## src/hdl/i2cra_pkg.sv

```systemverilog
// Package for the I2C register access master sequencer.
// Holds the item types, command and status codes and register map.
// Depends on nothing; every other file of the block imports it.
package i2cra_pkg;

  // Input item commands.
  typedef enum logic [1:0] {
    CMD_READ  = 2'd0,
    CMD_WRITE = 2'd1,
    CMD_EVENT = 2'd2,
    CMD_TICK  = 2'd3
  } command_t;

  // Operation status as reported in every result item.
  localparam logic [1:0] OP_BUSY  = 2'd0;
  localparam logic [1:0] OP_OK    = 2'd1;
  localparam logic [1:0] OP_ERROR = 2'd2;

  // Transfer phase of the current operation.
  typedef enum logic [3:0] {
    PH_DUMMY = 4'b0001,
    PH_LOWER = 4'b0010,
    PH_DATA  = 4'b0100,
    PH_DONE  = 4'b1000
  } phase_t;

  // Bus controller status codes.
  localparam logic [7:0] BS_START      = 8'h08;
  localparam logic [7:0] BS_REP_START  = 8'h10;
  localparam logic [7:0] BS_SLAW_ACK   = 8'h18;
  localparam logic [7:0] BS_SLAW_NACK  = 8'h20;
  localparam logic [7:0] BS_DATA_ACK   = 8'h28;
  localparam logic [7:0] BS_DATA_NACK  = 8'h30;
  localparam logic [7:0] BS_SLAR_ACK   = 8'h40;
  localparam logic [7:0] BS_SLAR_NACK  = 8'h48;
  localparam logic [7:0] BS_RX_NACK    = 8'h58;

  // Address byte direction bit handling.
  localparam logic [7:0] ADDR_WR_MASK = 8'hFE;
  localparam logic [7:0] ADDR_RD_BIT  = 8'h01;

  // Configuration register map.
  localparam int unsigned CFG_ADDR_W    = 3;
  localparam logic        REG_TIMEOUT   = 1'b0;
  localparam int unsigned TIMEOUT_W     = 16;
  localparam logic [TIMEOUT_W-1:0] TIMEOUT_RESET = 16'd60;

  typedef struct packed {
    command_t   command;
    logic [7:0] device_addr;
    logic [7:0] storage_addr;
    logic [7:0] write_data;
    logic [7:0] bus_status;
    logic [7:0] rx_data;
  } cmd_item_t;

  typedef struct packed {
    logic       tx_valid;
    logic [7:0] tx_byte;
    logic       start_request;
    logic       start_clear;
    logic       stop_request;
    logic [1:0] op_status;
    logic [7:0] read_data;
    logic       events_masked;
  } res_item_t;

endpackage

```

## src/hdl/i2cra_if.sv

```systemverilog
// Valid/ready channel interfaces for the sequencer's input and result items.
// Depends on i2cra_pkg for the item types.
interface i2cra_cmd_if;
  import i2cra_pkg::*;
  logic      valid;
  logic      ready;
  cmd_item_t payload;
  modport source (output valid, output payload, input ready);
  modport sink (input valid, input payload, output ready);
endinterface

interface i2cra_res_if;
  import i2cra_pkg::*;
  logic      valid;
  logic      ready;
  res_item_t payload;
  modport source (output valid, output payload, input ready);
  modport sink (input valid, input payload, output ready);
endinterface

```

## src/hdl/i2c_register_access_master_sequencer_core.sv

```systemverilog
// Top level of the I2C register access master sequencer.
// Depends on i2cra_pkg and on the channel interfaces in i2cra_if.sv.
//
// This block sequences a one-byte I2C register write, or a register read made of a dummy
// write followed by a repeated start. Each input item is a start read, a start write, a bus
// controller status event or a millisecond tick, and every input item yields exactly one
// result item: the byte to load for transmission, start, start-clear and stop requests, the
// operation status, the data byte and the event mask flag. Each item is decoded by a case
// on the command and status code straight into the result register, so one item can be
// accepted in every cycle while the skid register is free, and the result is registered. A
// skid register behind the result register lets one further item
// be taken while a result waits; input ready drops only when both are full. The retry
// timeout is set through the APB port (register 0 at byte address 0, 16 bits, reset 60) and
// should only be written while no item is in flight.
module i2c_register_access_master_sequencer_core (
  input  logic                                clk,
  input  logic                                rst,
  i2cra_cmd_if.sink                           cmd,
  i2cra_res_if.source                         res,
  input  logic                                psel,
  input  logic                                penable,
  input  logic                                pwrite,
  input  logic [i2cra_pkg::CFG_ADDR_W-1:0]    paddr,
  input  logic [31:0]                         pwdata,
  output logic [31:0]                         prdata,
  output logic                                pready
);
  import i2cra_pkg::*;

  // Configuration register.
  logic [TIMEOUT_W-1:0] timeout_ticks;

  // Sequencer state.
  logic [7:0]           dev_addr_reg, dev_addr_reg_next;
  logic [7:0]           reg_addr_reg, reg_addr_reg_next;
  logic [7:0]           data_reg, data_reg_next;
  logic                 is_read, is_read_next;
  phase_t               phase, phase_next;
  logic [1:0]           op_state, op_state_next;
  logic [TIMEOUT_W-1:0] timeout_count, timeout_count_next;
  logic                 events_enabled, events_enabled_next;

  // Result path: the output register and one skid register behind it.
  res_item_t            result_next;
  res_item_t            out_item, skid_item;
  logic                 out_valid, skid_valid;
  logic                 in_accept, out_take;

  cmd_item_t            item;
  assign item = cmd.payload;

  // The APB port never waits. The register sits at word 0; higher words read as zero.
  assign pready = 1'b1;
  always_comb begin
    prdata = '0;
    if (paddr[2] == REG_TIMEOUT) begin
      prdata = {{(32-TIMEOUT_W){1'b0}}, timeout_ticks};
    end
  end

  always_ff @(posedge clk) begin
    if (rst) begin
      timeout_ticks <= TIMEOUT_RESET;
    end else if (psel && penable && pwrite && paddr[2] == REG_TIMEOUT) begin
      timeout_ticks <= pwdata[TIMEOUT_W-1:0];
    end
  end

  // Handshakes. A new item is refused only while the skid register is occupied.
  assign cmd.ready  = !skid_valid;
  assign in_accept  = cmd.valid && !skid_valid;
  assign out_take   = out_valid && res.ready;
  assign res.valid  = out_valid;
  assign res.payload = out_item;

  // Decode of one item: next state and the result fields.
  always_comb begin
    dev_addr_reg_next   = dev_addr_reg;
    reg_addr_reg_next   = reg_addr_reg;
    data_reg_next       = data_reg;
    is_read_next        = is_read;
    phase_next          = phase;
    op_state_next       = op_state;
    timeout_count_next  = timeout_count;
    events_enabled_next = events_enabled;
    result_next         = '0;

    unique case (item.command)
      CMD_READ: begin
        op_state_next     = OP_BUSY;
        dev_addr_reg_next = item.device_addr;
        reg_addr_reg_next = item.storage_addr;
        is_read_next      = 1'b1;
        phase_next        = PH_DUMMY;
        result_next.start_request = 1'b1;
      end
      CMD_WRITE: begin
        // The phase is left alone here; the address acknowledge moves it on anyway.
        dev_addr_reg_next = item.device_addr;
        reg_addr_reg_next = item.storage_addr;
        data_reg_next     = item.write_data;
        op_state_next     = OP_BUSY;
        is_read_next      = 1'b0;
        result_next.start_request = 1'b1;
      end
      CMD_TICK: begin
        // The millisecond counter saturates at zero.
        if (timeout_count != '0) begin
          timeout_count_next = timeout_count - TIMEOUT_W'(1);
        end
      end
      CMD_EVENT: begin
        // Once an unknown status has been seen, events are ignored altogether.
        if (events_enabled) begin
          case (item.bus_status) inside
            BS_START: begin
              result_next.start_clear = 1'b1;
              result_next.tx_valid    = 1'b1;
              result_next.tx_byte     = dev_addr_reg & ADDR_WR_MASK;
              timeout_count_next      = timeout_ticks;
            end
            BS_REP_START: begin
              // The repeated start after the dummy write addresses the device for reading.
              result_next.start_clear = 1'b1;
              result_next.tx_valid    = 1'b1;
              if (is_read && phase != PH_DUMMY) begin
                result_next.tx_byte = dev_addr_reg | ADDR_RD_BIT;
              end else begin
                result_next.tx_byte = dev_addr_reg & ADDR_WR_MASK;
              end
            end
            BS_SLAW_ACK: begin
              result_next.tx_valid = 1'b1;
              result_next.tx_byte  = reg_addr_reg;
              phase_next           = PH_DATA;
            end
            BS_SLAW_NACK: begin
              // An address NACK is retried with a repeated start until the time runs out.
              if (timeout_count == '0) begin
                result_next.stop_request = 1'b1;
                op_state_next            = OP_ERROR;
              end else begin
                result_next.start_request = 1'b1;
              end
            end
            BS_DATA_ACK: begin
              unique case (phase)
                PH_LOWER: begin
                  result_next.tx_valid = 1'b1;
                  result_next.tx_byte  = reg_addr_reg;
                  phase_next           = PH_DATA;
                end
                PH_DATA: begin
                  if (is_read) begin
                    result_next.start_request = 1'b1;
                  end else begin
                    result_next.tx_valid = 1'b1;
                    result_next.tx_byte  = data_reg;
                    phase_next           = PH_DONE;
                  end
                end
                PH_DONE: begin
                  result_next.stop_request = 1'b1;
                  op_state_next            = OP_OK;
                end
                default: begin
                  // Data acknowledge during the dummy write needs no action.
                end
              endcase
            end
            BS_DATA_NACK, BS_SLAR_NACK: begin
              result_next.stop_request = 1'b1;
              op_state_next            = OP_ERROR;
            end
            BS_SLAR_ACK: begin
              // Read address acknowledged; the controller clocks in the byte on its own.
            end
            BS_RX_NACK: begin
              data_reg_next            = item.rx_data;
              op_state_next            = OP_OK;
              result_next.stop_request = 1'b1;
            end
            default: begin
              result_next.stop_request = 1'b1;
              op_state_next            = OP_ERROR;
              events_enabled_next      = 1'b0;
            end
          endcase
        end
      end
      default: begin
      end
    endcase

    result_next.op_status     = op_state_next;
    result_next.read_data     = data_reg_next;
    result_next.events_masked = !events_enabled_next;
  end

  // State registers change only when an item is accepted.
  always_ff @(posedge clk) begin
    if (rst) begin
      dev_addr_reg   <= '0;
      reg_addr_reg   <= '0;
      data_reg       <= '0;
      is_read        <= 1'b0;
      phase          <= PH_DUMMY;
      op_state       <= OP_BUSY;
      timeout_count  <= '0;
      events_enabled <= 1'b1;
    end else if (in_accept) begin
      dev_addr_reg   <= dev_addr_reg_next;
      reg_addr_reg   <= reg_addr_reg_next;
      data_reg       <= data_reg_next;
      is_read        <= is_read_next;
      phase          <= phase_next;
      op_state       <= op_state_next;
      timeout_count  <= timeout_count_next;
      events_enabled <= events_enabled_next;
    end
  end

  // Result register and skid register control.
  always_ff @(posedge clk) begin
    if (rst) begin
      out_valid  <= 1'b0;
      skid_valid <= 1'b0;
    end else begin
      if (skid_valid) begin
        if (out_take) begin
          skid_valid <= 1'b0;
        end
      end else if (in_accept) begin
        if (out_valid && !out_take) begin
          skid_valid <= 1'b1;
        end else begin
          out_valid <= 1'b1;
        end
      end else if (out_take) begin
        out_valid <= 1'b0;
      end
    end
  end

  always_ff @(posedge clk) begin
    if (skid_valid) begin
      if (out_take) begin
        out_item <= skid_item;
      end
    end else if (in_accept) begin
      if (out_valid && !out_take) begin
        skid_item <= result_next;
      end else begin
        out_item <= result_next;
      end
    end
  end

  // The skid register is only ever filled behind a waiting result.
  a_skid_behind_out: assert property (@(posedge clk) disable iff (rst)
    skid_valid |-> out_valid)
    else $error("skid register holds an item while the result register is empty");

  // No transmit byte is offered unless it is to be loaded.
  a_tx_byte_zero: assert property (@(posedge clk) disable iff (rst)
    out_valid && !out_item.tx_valid |-> out_item.tx_byte == 8'h00)
    else $error("tx_byte nonzero without tx_valid");

  // A start and a stop are never requested by the same item.
  a_start_stop_excl: assert property (@(posedge clk) disable iff (rst)
    out_valid |-> !(out_item.start_request && out_item.stop_request))
    else $error("start and stop requested together");

  // Masking of events is permanent until reset.
  a_mask_sticky: assert property (@(posedge clk) disable iff (rst)
    !events_enabled |=> !events_enabled)
    else $error("events re-enabled without reset");

  // The timeout counter only grows when a start condition loads it.
  a_timeout_load: assert property (@(posedge clk) disable iff (rst)
    in_accept && timeout_count_next > timeout_count |->
      item.command == CMD_EVENT && item.bus_status == BS_START)
    else $error("timeout counter increased without a start condition");

endmodule

```

## src/flat_wrapper.sv

```systemverilog
// flat-port wrapper written by rule: the top's interface ports become plain ports
module i2c_register_access_master_sequencer_core_flat import i2cra_pkg::*;
  (clk, rst, psel, penable, pwrite, paddr, pwdata, prdata, pready, cmd_valid, cmd_payload, cmd_ready, res_valid, res_payload, res_ready);
  i2cra_cmd_if cmd_i ();
  i2cra_res_if res_i ();
  input  logic clk;
  input  logic rst;
  input  logic psel;
  input  logic penable;
  input  logic pwrite;
  input  logic [i2cra_pkg::CFG_ADDR_W-1:0] paddr;
  input  logic [31:0] pwdata;
  output logic [31:0] prdata;
  output logic pready;
  input wire logic [$bits(cmd_i.valid)-1:0] cmd_valid;
  input wire logic [$bits(cmd_i.payload)-1:0] cmd_payload;
  output wire logic [$bits(cmd_i.ready)-1:0] cmd_ready;
  output wire logic [$bits(res_i.valid)-1:0] res_valid;
  output wire logic [$bits(res_i.payload)-1:0] res_payload;
  input wire logic [$bits(res_i.ready)-1:0] res_ready;
  assign cmd_i.valid = cmd_valid;
  assign cmd_i.payload = cmd_payload;
  assign cmd_ready = cmd_i.ready;
  assign res_valid = res_i.valid;
  assign res_payload = res_i.payload;
  assign res_i.ready = res_ready;
  i2c_register_access_master_sequencer_core u_core (.clk(clk), .rst(rst), .cmd(cmd_i), .res(res_i), .psel(psel), .penable(penable), .pwrite(pwrite), .paddr(paddr), .pwdata(pwdata), .prdata(prdata), .pready(pready));
endmodule
```

## config.mk

```make
export PLATFORM = sky130hd
export DESIGN_NAME = i2c_register_access_master_sequencer_core_flat
export DESIGN_NICKNAME = d
export VERILOG_FILES = /design/src/hdl/i2cra_pkg.sv /design/src/hdl/i2cra_if.sv /design/src/hdl/i2c_register_access_master_sequencer_core.sv /design/src/flat_wrapper.sv
export SDC_FILE = /design/constraint.sdc
export NUM_CORES = 1
export LEC_CHECK = 0
export BUFFER_PORTS_ARGS = -buffer_cell sky130_fd_sc_hd__buf_2
export CAP_MARGIN = 20
export CORE_ASPECT_RATIO = 1.75
export CORE_MARGIN = 2
export CORE_UTILIZATION = 54
export DETAILED_ROUTE_END_ITERATION = 6
export GPL_ROUTABILITY_DRIVEN = 1
export PLACE_DENSITY = 0.81
export SETUP_SLACK_MARGIN = 0.5
export SYNTH_ARGS = -nofsm -noshare
export SYNTH_HDL_FRONTEND = slang
export SYNTH_SLANG_ARGS = --single-unit
export TNS_END_PERCENT = 1
```

## constraint.sdc

```tcl
create_clock -name clk -period 3.5 [get_ports clk]
set_input_delay 0 -clock clk [delete_from_list [all_inputs] [get_ports clk]]
set_output_delay 0 -clock clk [all_outputs]
set_load 0.02 [all_outputs]
```

# ---- Word level (Yosys, flattened, before mapping)
# Cells that the tools add are included.
dict set report word_totals {
  elab_cells 174
  out_inout_bits 58
  register_bits 112
  input_bits 84
}
dict set report classes {
  n_addsub 1
  reduce_logical 27
  eq_ne 28
  bitwise_logic 2
  muxes 89
}
# cell n
set op_table {}
lappend op_table {{23-bit two-way mux} 4}
lappend op_table {{8-bit two-way mux} 9}
lappend op_table {{16-bit two-way mux} 4}
lappend op_table {{9-bit two-way mux} 7}
lappend op_table {{1-bit two-way mux} 37}
lappend op_table {{16-bit case mux with 2 select lines} 1}
lappend op_table {{4-bit two-way mux} 7}
lappend op_table {{8-bit by 6-bit == test with 1-bit output (second input constant)} 3}
lappend op_table {{8-bit by 7-bit == test with 1-bit output (second input constant)} 3}
lappend op_table {{2-bit two-way mux} 12}
lappend op_table {{9-bit case mux with 2 select lines} 1}
lappend op_table {{8-bit by 5-bit == test with 1-bit output (second input constant)} 2}
lappend op_table {{16-bit logical NOT} 1}
lappend op_table {{4-bit case mux with 2 select lines} 2}
lappend op_table {{8-bit case mux with 2 select lines} 1}
lappend op_table {{16-bit nonzero test} 1}
lappend op_table {{16-bit by 1-bit subtractor with 16-bit output (second input constant)} 1}
lappend op_table {{12-bit two-way mux} 1}
lappend op_table {{2-bit nonzero test} 5}
lappend op_table {{3-bit AND reduction} 3}
lappend op_table {{9-bit AND reduction} 1}
lappend op_table {{8-bit by 4-bit == test with 1-bit output (second input constant)} 1}
lappend op_table {{2-bit by 1-bit inequality test with 1-bit output (second input constant)} 4}
lappend op_table {{2-bit inequality test (second input constant)} 4}
lappend op_table {{19 further kinds} 32}

# ---- Longest topological paths before layout
dict set report logic_depth {
  ltp_word 15
  ltp_mapped 9
}

# ---- Least setup slack after synthesis
# No wires, ideal clock.
dict set report synth_path {
  path_kind {reg2reg}
  start {reg u_core.skid_valid}
  end {reg u_core.out_item (netlist bit u_core.res.payload[0]) (enable)}
  setup_slack_ns 1.047
  t_arrival_ns 2.042
  t_required_ns 3.089
  path_stages_with_launch 6
  n_path_buf 2
  cell_sequence {dfxtp_1 > clkbuf_1 > nor2b_1 > clkbuf_1 > a21oi_1 > a21oi_1}
}
dict set report synth_via {
  elab_chain_len 4
  elab_cells_between_ends 6
  classes_between {eq/ne (2); reduce/logical (4)}
}
# element line_no
set synth_lines {}
lappend synth_lines {{start, declared} i2c_register_access_master_sequencer_core.sv:46} ;# logic out_valid, skid_valid;
lappend synth_lines {{start signal, assigned} i2c_register_access_master_sequencer_core.sv:227} ;# skid_valid <= 1'b0;
lappend synth_lines {{start signal, assigned} i2c_register_access_master_sequencer_core.sv:231} ;# skid_valid <= 1'b0;
lappend synth_lines {{start signal, assigned} i2c_register_access_master_sequencer_core.sv:235} ;# skid_valid <= 1'b1;
lappend synth_lines {{1-bit logical NOT} i2c_register_access_master_sequencer_core.sv:71} ;# assign in_accept = cmd.valid && !skid_valid;
lappend synth_lines {{1-bit logical AND} i2c_register_access_master_sequencer_core.sv:71}
lappend synth_lines {{2-bit nonzero test (no source line)} --}
lappend synth_lines {{3-bit AND reduction (no source line) *} --}
lappend synth_lines {{end signal, assigned} i2c_register_access_master_sequencer_core.sv:248} ;# out_item <= skid_item;
lappend synth_lines {{end signal, assigned} i2c_register_access_master_sequencer_core.sv:254} ;# out_item <= result_next;
lappend synth_lines {{end, declared} i2c_register_access_master_sequencer_core.sv:45} ;# res_item_t out_item, skid_item;
# Mark *: on every way between the ends. The rest lies on a longest branch, timed or not.
# A chain may end at the register's enable or synchronous reset.

# ---- Final worst setup path
dict set report layout_path {
  start {reg u_core.timeout_count[0]}
  end {reg u_core.timeout_count[1]}
}
dict set report layout_via {
  elab_chain_len 3
  elab_cells_between_ends 6
  classes_between {add/sub (1); eq/ne (1); mux (2); reduce/logical (2)}
}
# element line_no
set layout_lines {}
lappend layout_lines {{start, declared} i2c_register_access_master_sequencer_core.sv:40} ;# logic [TIMEOUT_W-1:0] timeout_count, timeout_count_next;
lappend layout_lines {{start signal, assigned} i2c_register_access_master_sequencer_core.sv:218} ;# timeout_count <= timeout_count_next;
lappend layout_lines {{16-bit by 1-bit subtractor with 16-bit output or 16-bit nonzero test (tied branches)} {i2c_register_access_master_sequencer_core.sv:109, i2c_register_access_master_sequencer_core.sv:108}}
lappend layout_lines {{16-bit two-way mux or 2-bit by 1-bit inequality test with 1-bit output (tied branches)} --}
lappend layout_lines {{16-bit case mux with 2 select lines or 5-bit AND reduction (tied branches)} --}
# Parallel ways exist; a longest one is shown, timed or not. The select of a mux whose other input is x is not followed.

==> impl_metrics.tcl <==
set metrics [dict create \
    outcome "complete, but fails checks" \
    violations_in_the_final_reports "negative hold slack" \
    postSynthCellCount 619 \
    grt_antenna_before_repair 0 \
    h-tree-depth 3 \
    boundary_pin_count 142 \
    floorplan.rows 49 \
    wire_per_inst_um 18.04 \
    floorplan.initialDensity 0.5560 \
    drv.max_cap_violation_count 0 \
    fmax_mhz 384.7 \
    netlist_top_cells_area "edfxtp_1 24%, dfxtp_1 22%, mux2_2 5.7%" \
    globalRouteTotalUtil 0.2736 \
    synth-edff-count 46 \
    setup_tns_ns 0 \
    clock_tree_from_tritoncts "yes" \
    cellPowerDensity_nw_per_um2 438.4 \
    startpoint_type "register" \
    wl_um 15620 \
    clockRootBuffer "clkbuf_16" \
    worstPathRequired_ns 3.73 \
    yosys_most_used_dff "dfxtp_1" \
    cellLeakagePower_nw 2.796 \
    seq_power_share 0.475 \
    actual_slew_at_the_worst_max_slew_pin_ns 1.055 \
    post_cts_buffers 0 \
    drt-vias-per-instance 5.982 \
    clkLatencyLatePin_ns 0.35 \
    timing.max_slew.rel_slack 0.2918 \
    p_int_w 0.002192 \
    via_count 5180 \
    synth_area_per_cell_um2 9.252 \
    grt_first_pass_wirelength_um 24320 \
    place.gp.congestion 0.9074 \
    r2r.worst_path.cells 8 \
    detail_route.drc_violations 0 \
    slowest_cell_on_the_critical_path "or4_4" \
    placeableCoreArea_um2 10300 \
    insertedDiodeCount 0 \
    number_of_global_route_vias_before_repair 4991 \
    post_cts_resize_count 0 \
    grt_max_degree 67 \
    worst_min_delay_path_class "input port to register" \
    pwr-share-comb 0.175 \
    floorplan.die.width_um 81.85 \
    synthArstFlopShare 0 \
    synth.largest_area_cell "edfxtp_1" \
    vdd_ir_drop_max_mv 0.3496 \
    chipHeight_um 140.2 \
    worst_setup_hold_path_clk_slew_ns 0.07 \
    crit_fanout 30 \
    area_growth_pct 21.26 \
    post-route-min-period_ns 2.599 \
    arrival_ns 2.83 \
    synth.distinct_cells 64 \
    syn-cell-area_um2 5727 \
    yosysSeqAreaShare 0.4649 \
    yosys_register_bits 110 \
    final.period_utilization 0.7427 \
    numClockSinks 110 \
    globalRouteOverflowTotal 0 \
    hold_viol_final 7 \
    worstHoldPathCells 2 \
    reg_to_reg_setup_timing_slack_ns 0.90 \
    clk_path_buf_depth 2 \
    criticalPathCategory "register to register" \
    layout-drive-gt1-share 0.2436 \
    cpPeakStageDelay_ns 0.57 \
    end_kind "register" \
    synth_top_area_share 0.2412 \
    power.share.switching 0.2800 \
    yosys_warnings 0 \
    setup_repair_after_global_routing_missed_its_margin "no" \
    power_switching_w 0.0008523 \
    ant_nets 0 \
    clkPwrFrac 0.350 \
    setup_viol_count_final 0 \
    port_buffers 105 \
    dp.final_hpwl_um 10620 \
    tritoncts.num_buffers 9 \
    number_of_nets_in_the_finished_design 824 \
    hold_slack_ns -0.01218 \
    crit_chain "inv_1 -> ha_1 -> or4b_4 -> or4_4 -> o211ai_2 -> buf_4 -> mux2i_1 -> nor2_1" \
    drt_first_pass_iters 5 \
    die-area_um2 11480 \
    timing.clock.skew_ns 0.01043 \
    drt-initial-drc-count 506 \
    maxSlewViolCount 0 \
]
power groups by stage:
stage          clock (W)  sequential [W]  combinational, W
6_report         0.00107         0.00145          0.000533
2_1_floorplan          0         0.00150          0.000321
5_1_grt          0.00112         0.00145          0.000579
4_1_cts          0.00107         0.00144          0.000520
3_3_place_gp           0         0.00147          0.000468
3_5_place_dp           0         0.00147          0.000487
logic make-up (layout without fill, tap and decap cells):
kind of cell             Yosys count  after routing  synth area share
AO/OA/AOI/OAI                    162            162            0.1859
other                              2             17          0.001311
adder cells (fa/ha/maj)            6              6           0.01311
flip-flops                       110            110            0.4649
multiplexers                      33             33           0.06402
AND/OR/NAND/NOR                  231            231            0.2089
XOR/XNOR                           1              1          0.001530
buffers and inverters             74            179           0.06030
stage by stage:
stage	utilization	worst slack (ns)	power (W)	instances	area (um^2)
2_1_floorplan	-	1.047	0.001816	634	5783
3_3_place_gp	0.6042	0.9646	0.001937	813	6223
3_5_place_dp	0.6057	0.9017	0.001959	814	6238
4_1_cts	0.6696	0.8858	0.003032	864	6897
5_1_grt	0.6742	0.7959	0.003154	866	6944
6_report	0.6742	0.9006	0.003044	866	6944
layout by cell type, fill, tap and decap left out, types with 8 or more instances in the layout:
master | netlist | final
buf_2 | 3 | 105
nand2_1 | 85 | 85
a21oi_1 | 65 | 64
dfxtp_1 | 64 | 64
edfxtp_1 | 46 | 46
nor2_1 | 38 | 38
dlygate4sd3_1 | 0 | 34
o21ai_0 | 29 | 29
mux2_2 | 29 | 29
nor2b_1 | 19 | 19
conb_1 | 2 | 17
inv_1 | 15 | 15
nor3_1 | 14 | 14
and3_1 | 13 | 13
a32oi_1 | 9 | 9
or2_2 | 9 | 9
clkbuf_16 | 0 | 9
a221o_1 | 8 | 8
a221oi_1 | 8 | 8
per-layer routing:
layer,track usage,wire [um]
met1,0.2992,5642
met5,0,0
met3,0.04188,941
met4,0.1474,665
met2,0.4874,8372
worst max-delay path, delay by kind of cell (launching register included):
| kind | cells | cell delay [ns] |
|---|---|---|
| AOI/OAI and AO/OA | 1 | 0.17 |
| adders and majority gates | 1 | 0.22 |
| buffers and inverters | 2 | 0.34 |
| DFF | 1 | 0.34 |
| muxes | 1 | 0.25 |
| and+or+nand+nor | 3 | 1.15 |
path summary, 6_finish.rpt:
path                                         startpoint                  endpoint
worst max register to register  u_core.timeout_count[0]   u_core.timeout_count[1]
worst min register to register  u_core.timeout_ticks[0]   u_core.timeout_ticks[0]
worst min-delay path                                rst  u_core.timeout_count[15]
worst max-delay path            u_core.timeout_count[0]   u_core.timeout_count[1]
cells in the mapped netlist (all sizes together), types with 6 or more instances:
library cell and n:
nand2 85, a21oi 65, dfxtp 64, edfxtp 46, nor2 38, clkbuf 34
o21ai 31, mux2 29, buf 24, nor2b 19, inv 15, nor3 15
and3 13, a32oi 9, nor4 9, or2 9, a221o 8, a221oi 8
nand2b 7, o2bb2ai 7, or4 7, ha 6
repair_timing:
item / 4_1_cts / 5_1_grt
hold buffers: 34 / 0
endpoints found under the hold margin: 34 / 0
endpoints found under the setup margin: 0 / 0
area by class of cell:
cell class	instances	area [um^2]
Fill cell	807	3356
Multi-Input combinational cell	450	2779
Clock buffer	9	225.2
Inverter	16	60.06
Tap cell	127	158.9
Sequential cell	110	2663
Clock inverter	7	92.59
Timing Repair Buffer	147	965.9
Power figures use the tool's default switching activity.
